[src/rtl/core/rkp_pkg.sv]
package rkp_pkg;

	localparam int FACTOR_BITS = 16;
	localparam int WORD_BITS = 2 * FACTOR_BITS;
	localparam logic [5:0] EXP_FIRST = 6'd3;
	localparam logic [5:0] EXP_LAST = 6'd63;

	typedef enum logic [3:0] {
		ST_IDLE,
		ST_MUL_N,
		ST_MUL_PHI,
		ST_GCD_LOOP,
		ST_GCD_DIV,
		ST_GCD_POST,
		ST_INV_EDIV,
		ST_INV_EPOST,
		ST_INV_LOOP,
		ST_INV_DIV,
		ST_INV_MUL,
		ST_INV_UPD,
		ST_FIX
	} rkp_state_t;

endpackage

[src/rtl/core/rsa_key_from_primes_top.sv]
// RSA key builder: start with busy low takes prime_p and prime_q; done pulses for one
// cycle with modulus, public_exponent, private_exponent and bad_input, which must be
// taken in that cycle since the receiver cannot stall. busy stays high for the whole
// run and is already low in the done cycle. Each division goes through one shared
// restoring divider at one quotient bit a cycle; the gcd search over odd e runs Euclid
// divisions for each candidate, and each extended Euclid step runs a loop state,
// one division, a multiply state and an update state. A factor below two never
// raises busy: its zero word with bad_input comes out in the cycle after it is taken.
module rsa_key_from_primes_top (
	input  logic                                   clk,
	input  logic                                   arst_n,
	input  logic                                   start,
	input  logic [rkp_pkg::FACTOR_BITS-1:0]        prime_p,
	input  logic [rkp_pkg::FACTOR_BITS-1:0]        prime_q,
	output logic                                   busy,
	output logic                                   done,
	output logic [rkp_pkg::WORD_BITS-1:0]          modulus,
	output logic [5:0]                             public_exponent,
	output logic [rkp_pkg::WORD_BITS-1:0]          private_exponent,
	output logic                                   bad_input
);
	import rkp_pkg::*;

	localparam int CNT_BITS = $clog2(WORD_BITS);

	rkp_state_t state_q, state_d;

	logic [FACTOR_BITS-1:0] p_q, fq_q;
	logic [WORD_BITS-1:0] phi_q, a_q, b_q, prod_q;
	logic [5:0] e_q;
	logic signed [WORD_BITS:0] s0_q, s1_q;

	logic [WORD_BITS:0] div_rem_q;
	logic [WORD_BITS-1:0] div_quo_q, div_den_q;
	logic [CNT_BITS-1:0] div_cnt_q;

	logic [WORD_BITS-1:0] mod_q, d_q;
	logic [5:0] res_e_q;
	logic bad_q, done_q;

	logic accept, div_last;
	logic [WORD_BITS:0] rem_sh, rem_nx;
	logic rem_ge;
	logic [WORD_BITS-1:0] mul_a, mul_b, s1_mag;
	logic [2*WORD_BITS-1:0] mul_full;
	logic signed [WORD_BITS:0] s_next;
	logic [WORD_BITS:0] d_fix;

	assign accept = start && (state_q == ST_IDLE);
	assign div_last = (div_cnt_q == CNT_BITS'(WORD_BITS - 1));

	// restoring divider step
	assign rem_sh = {div_rem_q[WORD_BITS-1:0], div_quo_q[WORD_BITS-1]};
	assign rem_ge = (rem_sh >= {1'b0, div_den_q});
	assign rem_nx = rem_ge ? (rem_sh - {1'b0, div_den_q}) : rem_sh;

	assign s1_mag = s1_q[WORD_BITS] ? WORD_BITS'(-s1_q) : s1_q[WORD_BITS-1:0];

	always_comb begin
		case (state_q)
			ST_MUL_N: begin
				mul_a = {{FACTOR_BITS{1'b0}}, p_q};
				mul_b = {{FACTOR_BITS{1'b0}}, fq_q};
			end
			ST_MUL_PHI: begin
				mul_a = {{FACTOR_BITS{1'b0}}, p_q - 1'b1};
				mul_b = {{FACTOR_BITS{1'b0}}, fq_q - 1'b1};
			end
			default: begin
				mul_a = div_quo_q;
				mul_b = s1_mag;
			end
		endcase
	end
	assign mul_full = mul_a * mul_b;

	// Bezout coefficients stay within +-phi, so signed add/sub is exact
	assign s_next = s1_q[WORD_BITS] ? (s0_q + $signed({1'b0, prod_q}))
	                                : (s0_q - $signed({1'b0, prod_q}));
	assign d_fix = s0_q[WORD_BITS] ? (s0_q + {1'b0, phi_q}) : s0_q;

	always_ff @(posedge clk or negedge arst_n) begin
		if (!arst_n) begin
			state_q <= ST_IDLE;
		end else begin
			state_q <= state_d;
		end
	end

	always_comb begin
		state_d = state_q;
		case (state_q)
			ST_IDLE: begin
				if (start) begin
					if (prime_p < 2 || prime_q < 2) state_d = ST_IDLE;
					else state_d = ST_MUL_N;
				end
			end
			ST_MUL_N:    state_d = ST_MUL_PHI;
			ST_MUL_PHI:  state_d = ST_GCD_LOOP;
			ST_GCD_LOOP: begin
				if (b_q != '0) state_d = ST_GCD_DIV;
				else if (a_q == WORD_BITS'(1)) state_d = ST_INV_EDIV;
				else if (e_q == EXP_LAST) state_d = ST_IDLE;
			end
			ST_GCD_DIV:   if (div_last) state_d = ST_GCD_POST;
			ST_GCD_POST:  state_d = ST_GCD_LOOP;
			ST_INV_EDIV:  if (div_last) state_d = ST_INV_EPOST;
			ST_INV_EPOST: state_d = ST_INV_LOOP;
			ST_INV_LOOP:  state_d = (b_q == '0) ? ST_FIX : ST_INV_DIV;
			ST_INV_DIV:   if (div_last) state_d = ST_INV_MUL;
			ST_INV_MUL:   state_d = ST_INV_UPD;
			ST_INV_UPD:   state_d = ST_INV_LOOP;
			ST_FIX:       state_d = ST_IDLE;
			default:      state_d = ST_IDLE;
		endcase
	end

	always_ff @(posedge clk or negedge arst_n) begin
		if (!arst_n) begin
			done_q <= 1'b0;
			div_cnt_q <= '0;
		end else begin
			done_q <= 1'b0;
			div_cnt_q <= '0;
			case (state_q)
				ST_IDLE: begin
					if (accept && (prime_p < 2 || prime_q < 2)) done_q <= 1'b1;
				end
				ST_GCD_LOOP: begin
					if (b_q == '0 && a_q != WORD_BITS'(1) && e_q == EXP_LAST) done_q <= 1'b1;
				end
				ST_GCD_DIV, ST_INV_EDIV, ST_INV_DIV: div_cnt_q <= div_cnt_q + 1'b1;
				ST_FIX: done_q <= 1'b1;
				default: ;
			endcase
		end
	end

	always_ff @(posedge clk) begin
		case (state_q)
			ST_IDLE: begin
				if (accept) begin
					p_q <= prime_p;
					fq_q <= prime_q;
					mod_q <= '0;
					res_e_q <= '0;
					d_q <= '0;
					bad_q <= (prime_p < 2 || prime_q < 2);
				end
			end
			ST_MUL_N: begin
				mod_q <= mul_full[WORD_BITS-1:0];
				e_q <= EXP_FIRST;
			end
			ST_MUL_PHI: begin
				phi_q <= mul_full[WORD_BITS-1:0];
				b_q <= mul_full[WORD_BITS-1:0];
				a_q <= WORD_BITS'(EXP_FIRST);
			end
			ST_GCD_LOOP: begin
				if (b_q != '0) begin
					div_rem_q <= '0;
					div_quo_q <= a_q;
					div_den_q <= b_q;
				end else if (a_q == WORD_BITS'(1)) begin
					div_rem_q <= '0;
					div_quo_q <= WORD_BITS'(e_q);
					div_den_q <= phi_q;
				end else if (e_q == EXP_LAST) begin
					res_e_q <= '0;
					d_q <= '0;
				end else begin
					e_q <= e_q + 6'd2;
					a_q <= WORD_BITS'(e_q + 6'd2);
					b_q <= phi_q;
				end
			end
			ST_GCD_DIV, ST_INV_EDIV, ST_INV_DIV: begin
				div_rem_q <= rem_nx;
				div_quo_q <= {div_quo_q[WORD_BITS-2:0], rem_ge};
			end
			ST_GCD_POST: begin
				a_q <= b_q;
				b_q <= div_rem_q[WORD_BITS-1:0];
			end
			ST_INV_EPOST: begin
				a_q <= phi_q;
				b_q <= div_rem_q[WORD_BITS-1:0];
				s0_q <= '0;
				s1_q <= (WORD_BITS+1)'(1);
			end
			ST_INV_LOOP: begin
				div_rem_q <= '0;
				div_quo_q <= a_q;
				div_den_q <= b_q;
			end
			ST_INV_MUL: begin
				prod_q <= mul_full[WORD_BITS-1:0];
				a_q <= b_q;
				b_q <= div_rem_q[WORD_BITS-1:0];
			end
			ST_INV_UPD: begin
				s0_q <= s1_q;
				s1_q <= s_next;
			end
			ST_FIX: begin
				res_e_q <= e_q;
				d_q <= d_fix[WORD_BITS-1:0];
			end
			default: ;
		endcase
	end

	assign busy = (state_q != ST_IDLE);
	assign done = done_q;
	assign modulus = mod_q;
	assign public_exponent = res_e_q;
	assign private_exponent = d_q;
	assign bad_input = bad_q;

`ifndef SYNTHESIS
	a_done_idle: assert property (@(posedge clk) disable iff (!arst_n) done |-> !busy)
		else $error("result word while busy");
	a_bad_zero: assert property (@(posedge clk) disable iff (!arst_n)
		done && bad_input |-> modulus == '0 && public_exponent == '0 && private_exponent == '0)
		else $error("bad input word with nonzero results");
	a_e_odd: assert property (@(posedge clk) disable iff (!arst_n)
		done && public_exponent != '0 |-> public_exponent[0])
		else $error("even public exponent");
	a_start_busy: assert property (@(posedge clk) disable iff (!arst_n)
		start && !busy && prime_p >= 2 && prime_q >= 2 |=> busy)
		else $error("accepted word did not raise busy");
`endif

endmodule

[config.mk]
export PLATFORM = sky130hd
export DESIGN_NAME = rsa_key_from_primes_top
export DESIGN_NICKNAME = d
export VERILOG_FILES = /design/src/rtl/core/rkp_pkg.sv /design/src/rtl/core/rsa_key_from_primes_top.sv
export SDC_FILE = /design/constraint.sdc
export NUM_CORES = 2
export LEC_CHECK = 0
export BUFFER_PORTS_ARGS = -buffer_cell sky130_fd_sc_hd__buf_2
export CORE_ASPECT_RATIO = 1.2
export CORE_MARGIN = 5
export CORE_UTILIZATION = 55
export DETAILED_ROUTE_END_ITERATION = 7
export PLACE_DENSITY = 0.74
export SLEW_MARGIN = 20
export SYNTH_ARGS = -nofsm -noshare
export SYNTH_HDL_FRONTEND = slang
export SYNTH_SLANG_ARGS = --single-unit
[constraint.sdc]
create_clock -name clk -period 11.6 [get_ports clk]
set_clock_uncertainty 0.2 [all_clocks]
set_input_delay 0.58 -clock clk [delete_from_list [all_inputs] [get_ports clk]]
set_output_delay 0.58 -clock clk [all_outputs]
set_load 0.03 [all_outputs]
==> impl_metrics.ini <==
[clock_network]
htreeDepth = 2
cts.clk_slew.worst_paths_ns = 0.07
cts_hold_buf = 1
clock_path_buffers = 3
worstSkewPairLatency_ns = 0.55
post-cts-setup-buffers = 0
cts_buffers = 40
root_buffer = clkbuf_16
cts-resized-gates = 0
cts_tree = built
cts_sinks = 408

[timing]
worst_slack_ns = 0.976
tns_ns = 0
hold_violations = 0
fin_crit_ns = 10.62
fmax_mhz = 94.1
rsz0062_at_grt = no
worst_pin_slew_ns = 1.16
fin_crit_sh_pct = 91.6
slew_headroom_pct = 22.8
drv_slew = 0
setup_viol = 0

[synth]
ys.warnings.count = 0
ys_async_sr_fraction_pct = 2.45
avgSynthCellArea_um2 = 9.71
synthDistinctLibCells = 78
synth_top_area_share_pct = 30.8
synth_area_leaders = edfxtp_1, fa_1, ha_1
yosys.area.top_type = edfxtp_1
synth_fp_nets = 4664
synth_top_cells_by_count = inv_1, nor2_1, fa_1
netlist_instances = 3993
ys_ff_latch = 408
ys_seq_area_share_pct = 31.5
synth_most_common_cell = inv_1
syn_area_um2 = 38800
synth_ff_type = edfxtp_1
synth_edf_count = 398

[drt]
routed_wl_um = 124000
ant_nets = 0
drcViolationCount = 0
drt-wirelength-per-cell_um = 24.8
drt_iter0_markers = 3181
first_pass_iters = 6
vias_per_cell = 6.12
routed-via-count = 30486

[cells_and_area]
syn_to_final_growth_pct = 7.88
layout-drive-gt1-share_pct = 7.60
regArea_um2 = 12200
fill_cells = 6009
n_antenna_cell = 0
utilization_pct = 60.0
fin_nets = 4705
finalNonFillerCells = 4984
multi_input_area_um2 = 24000

[place]
pre_cts_ws_ns = 0.951
io_buffer_count = 107
gp_congestion = 0.991
dp_hpwl_um = 97300
post-place-cells = 4907

[setup_path]
path_common_cell = fa_1
slowest_delay_ns = 0.85
cp_slowest_cell = dfrtp_1
crit_path_end_kind = flop
crit_type = flop to flop
arrival_ns = 10.69
start_kind = flop
cp_max_fo = 32
critPathRequiredTime_ns = 11.66

[worst_hold_path]
min_path_type = primary input to flop

[pwr]
leakagePower_nw = 18.3
finalPower_w = 0.00295
ir_drop_mv = 0.165
p_per_area_nw_per_um2 = 70.5

[grt]
grt_use_total_pct = 32.1
grt_pass1_wl_um = 185000
first_global_vias = 30703
grt_overflow_total = 0
grtUsageMet3_pct = 5.06
grt_use_met1_pct = 38.3
grt_util_met2_pct = 53.1
grt_max_degree = 67
gr-max-usage-layer = met2
antenna_found_initial = 2

[floorplan]
start_util_pct = 55.6
die_area_um2 = 75900
fp.dieW_um = 252
core-area_um2 = 69800
rows = 106
ios = 108
die_h_um = 301

[status]
status = completed

[run]
drv_cap = 0
==> metrics by stage <==
step / hold slack (ns) / cell area, um2
final: 0.0368 / 41800
after detailed placement: 0.271 / 40400
after CTS: 0.0178 / 41800
after global placement: 0.246 / 40400
after global routing: 0.0246 / 41800
after floorplan: 0.0844 / 38800
==> cell families after synthesis <==
logic type | Yosys count | share of synthesized area [%]
simple gates | 1256 | 14.8
flops | 408 | 31.5
fa+ha+maj | 636 | 28.5
buf+inv | 724 | 7.03
xor+xnor | 217 | 5.15
compound gates | 715 | 12.1
mux | 37 | 0.965
==> worst max-delay path: cells and delay by family (launching register included) <==
kind / cells / cell delay [ns]
flip-flops: 1 / 0.85
XOR/XNOR: 1 / 0.30
buffers and inverters: 4 / 0.22
adder cells (fa/ha/maj): 9 / 4.11
AO/OA/AOI/OAI: 13 / 3.45
AND/OR/NAND/NOR: 3 / 1.22
==> registers in the layout, indices dropped and copies added, names as in the netlist <==
register and cells:
private_exponent 32, e_q 5, public_exponent 6, div_rem_q 32, p_q 16, div_den_q 32, a_q 32, div_quo_q 32
modulus 32, s1_q 33, s0_q 33, prod_q 32, phi_q 32, b_q 32, fq_q 16, state_q 4
bad_input 1, done 1, div_cnt_q 5
==> worst paths after layout <==
path | startpoint | endpoint | slack (ns) | cells past startpoint
min reg2reg | div_cnt_q[0] | div_cnt_q[0] | 0.28 | 1
max in group asynchronous | arst_n | state_q[0] | 10.61 | 2
min | prime_p[4] | p_q[4] | 0.04 | 1
max reg2reg | state_q[1] | b_q[30] | 0.98 | 30
max | state_q[1] | b_q[30] | 0.98 | 30
min in group asynchronous | arst_n | done | 0.35 | 2
==> cells in the final DEF (no fill, tap or decap), drive strengths merged, types with 28 or more instances in the layout <==
master / instances
nand2b: 55
nor2b: 28
xnor2: 119
xor2: 91
a22oi: 34
a21o: 89
or2: 28
mux2i: 34
ha: 225
edfxtp: 398
and2: 67
clkbuf: 48
o21ai: 173
a21oi: 174
nand3: 87
buf: 176
fa: 411
nor2: 474
and3: 32
nor3: 43
nand2: 335
nor4: 37
inv: 548
==> report_power, final <==
| group | switching [W] | internal [W] | total [W] | leakage [nW] |
|---|---|---|---|---|
| registers | 0.00000000588 | 0.00159 | 0.00159 | 4.07 |
| logic | 0.00000539 | 0.00000466 | 0.0000101 | 13.6 |
| clock network | 0.000587 | 0.000758 | 0.00135 | 0.648 |
==> metal layers <==
| layer | part of all wire, % | vias up |
|---|---|---|
| met2 | 48 | 1554 |
| li1 | - | 13482 |
| met1 | 35 | 14990 |
| met4 | 9.3 | 2 |
| met3 | 7.9 | 458 |
| met5 | 0.011 | - |
==> layout make-up <==
cell class / count / area share (%)
repair buffers: 177 / 2.64
clock inverters: 26 / 0.616
clock buffers: 48 / 2.57
multi-input cells: 2861 / 57.4
well taps: 918 / 2.75
flip-flops and latches: 408 / 29.2
inverters: 546 / 4.90
No activity file was read; power rests on OpenSTA's default activity.
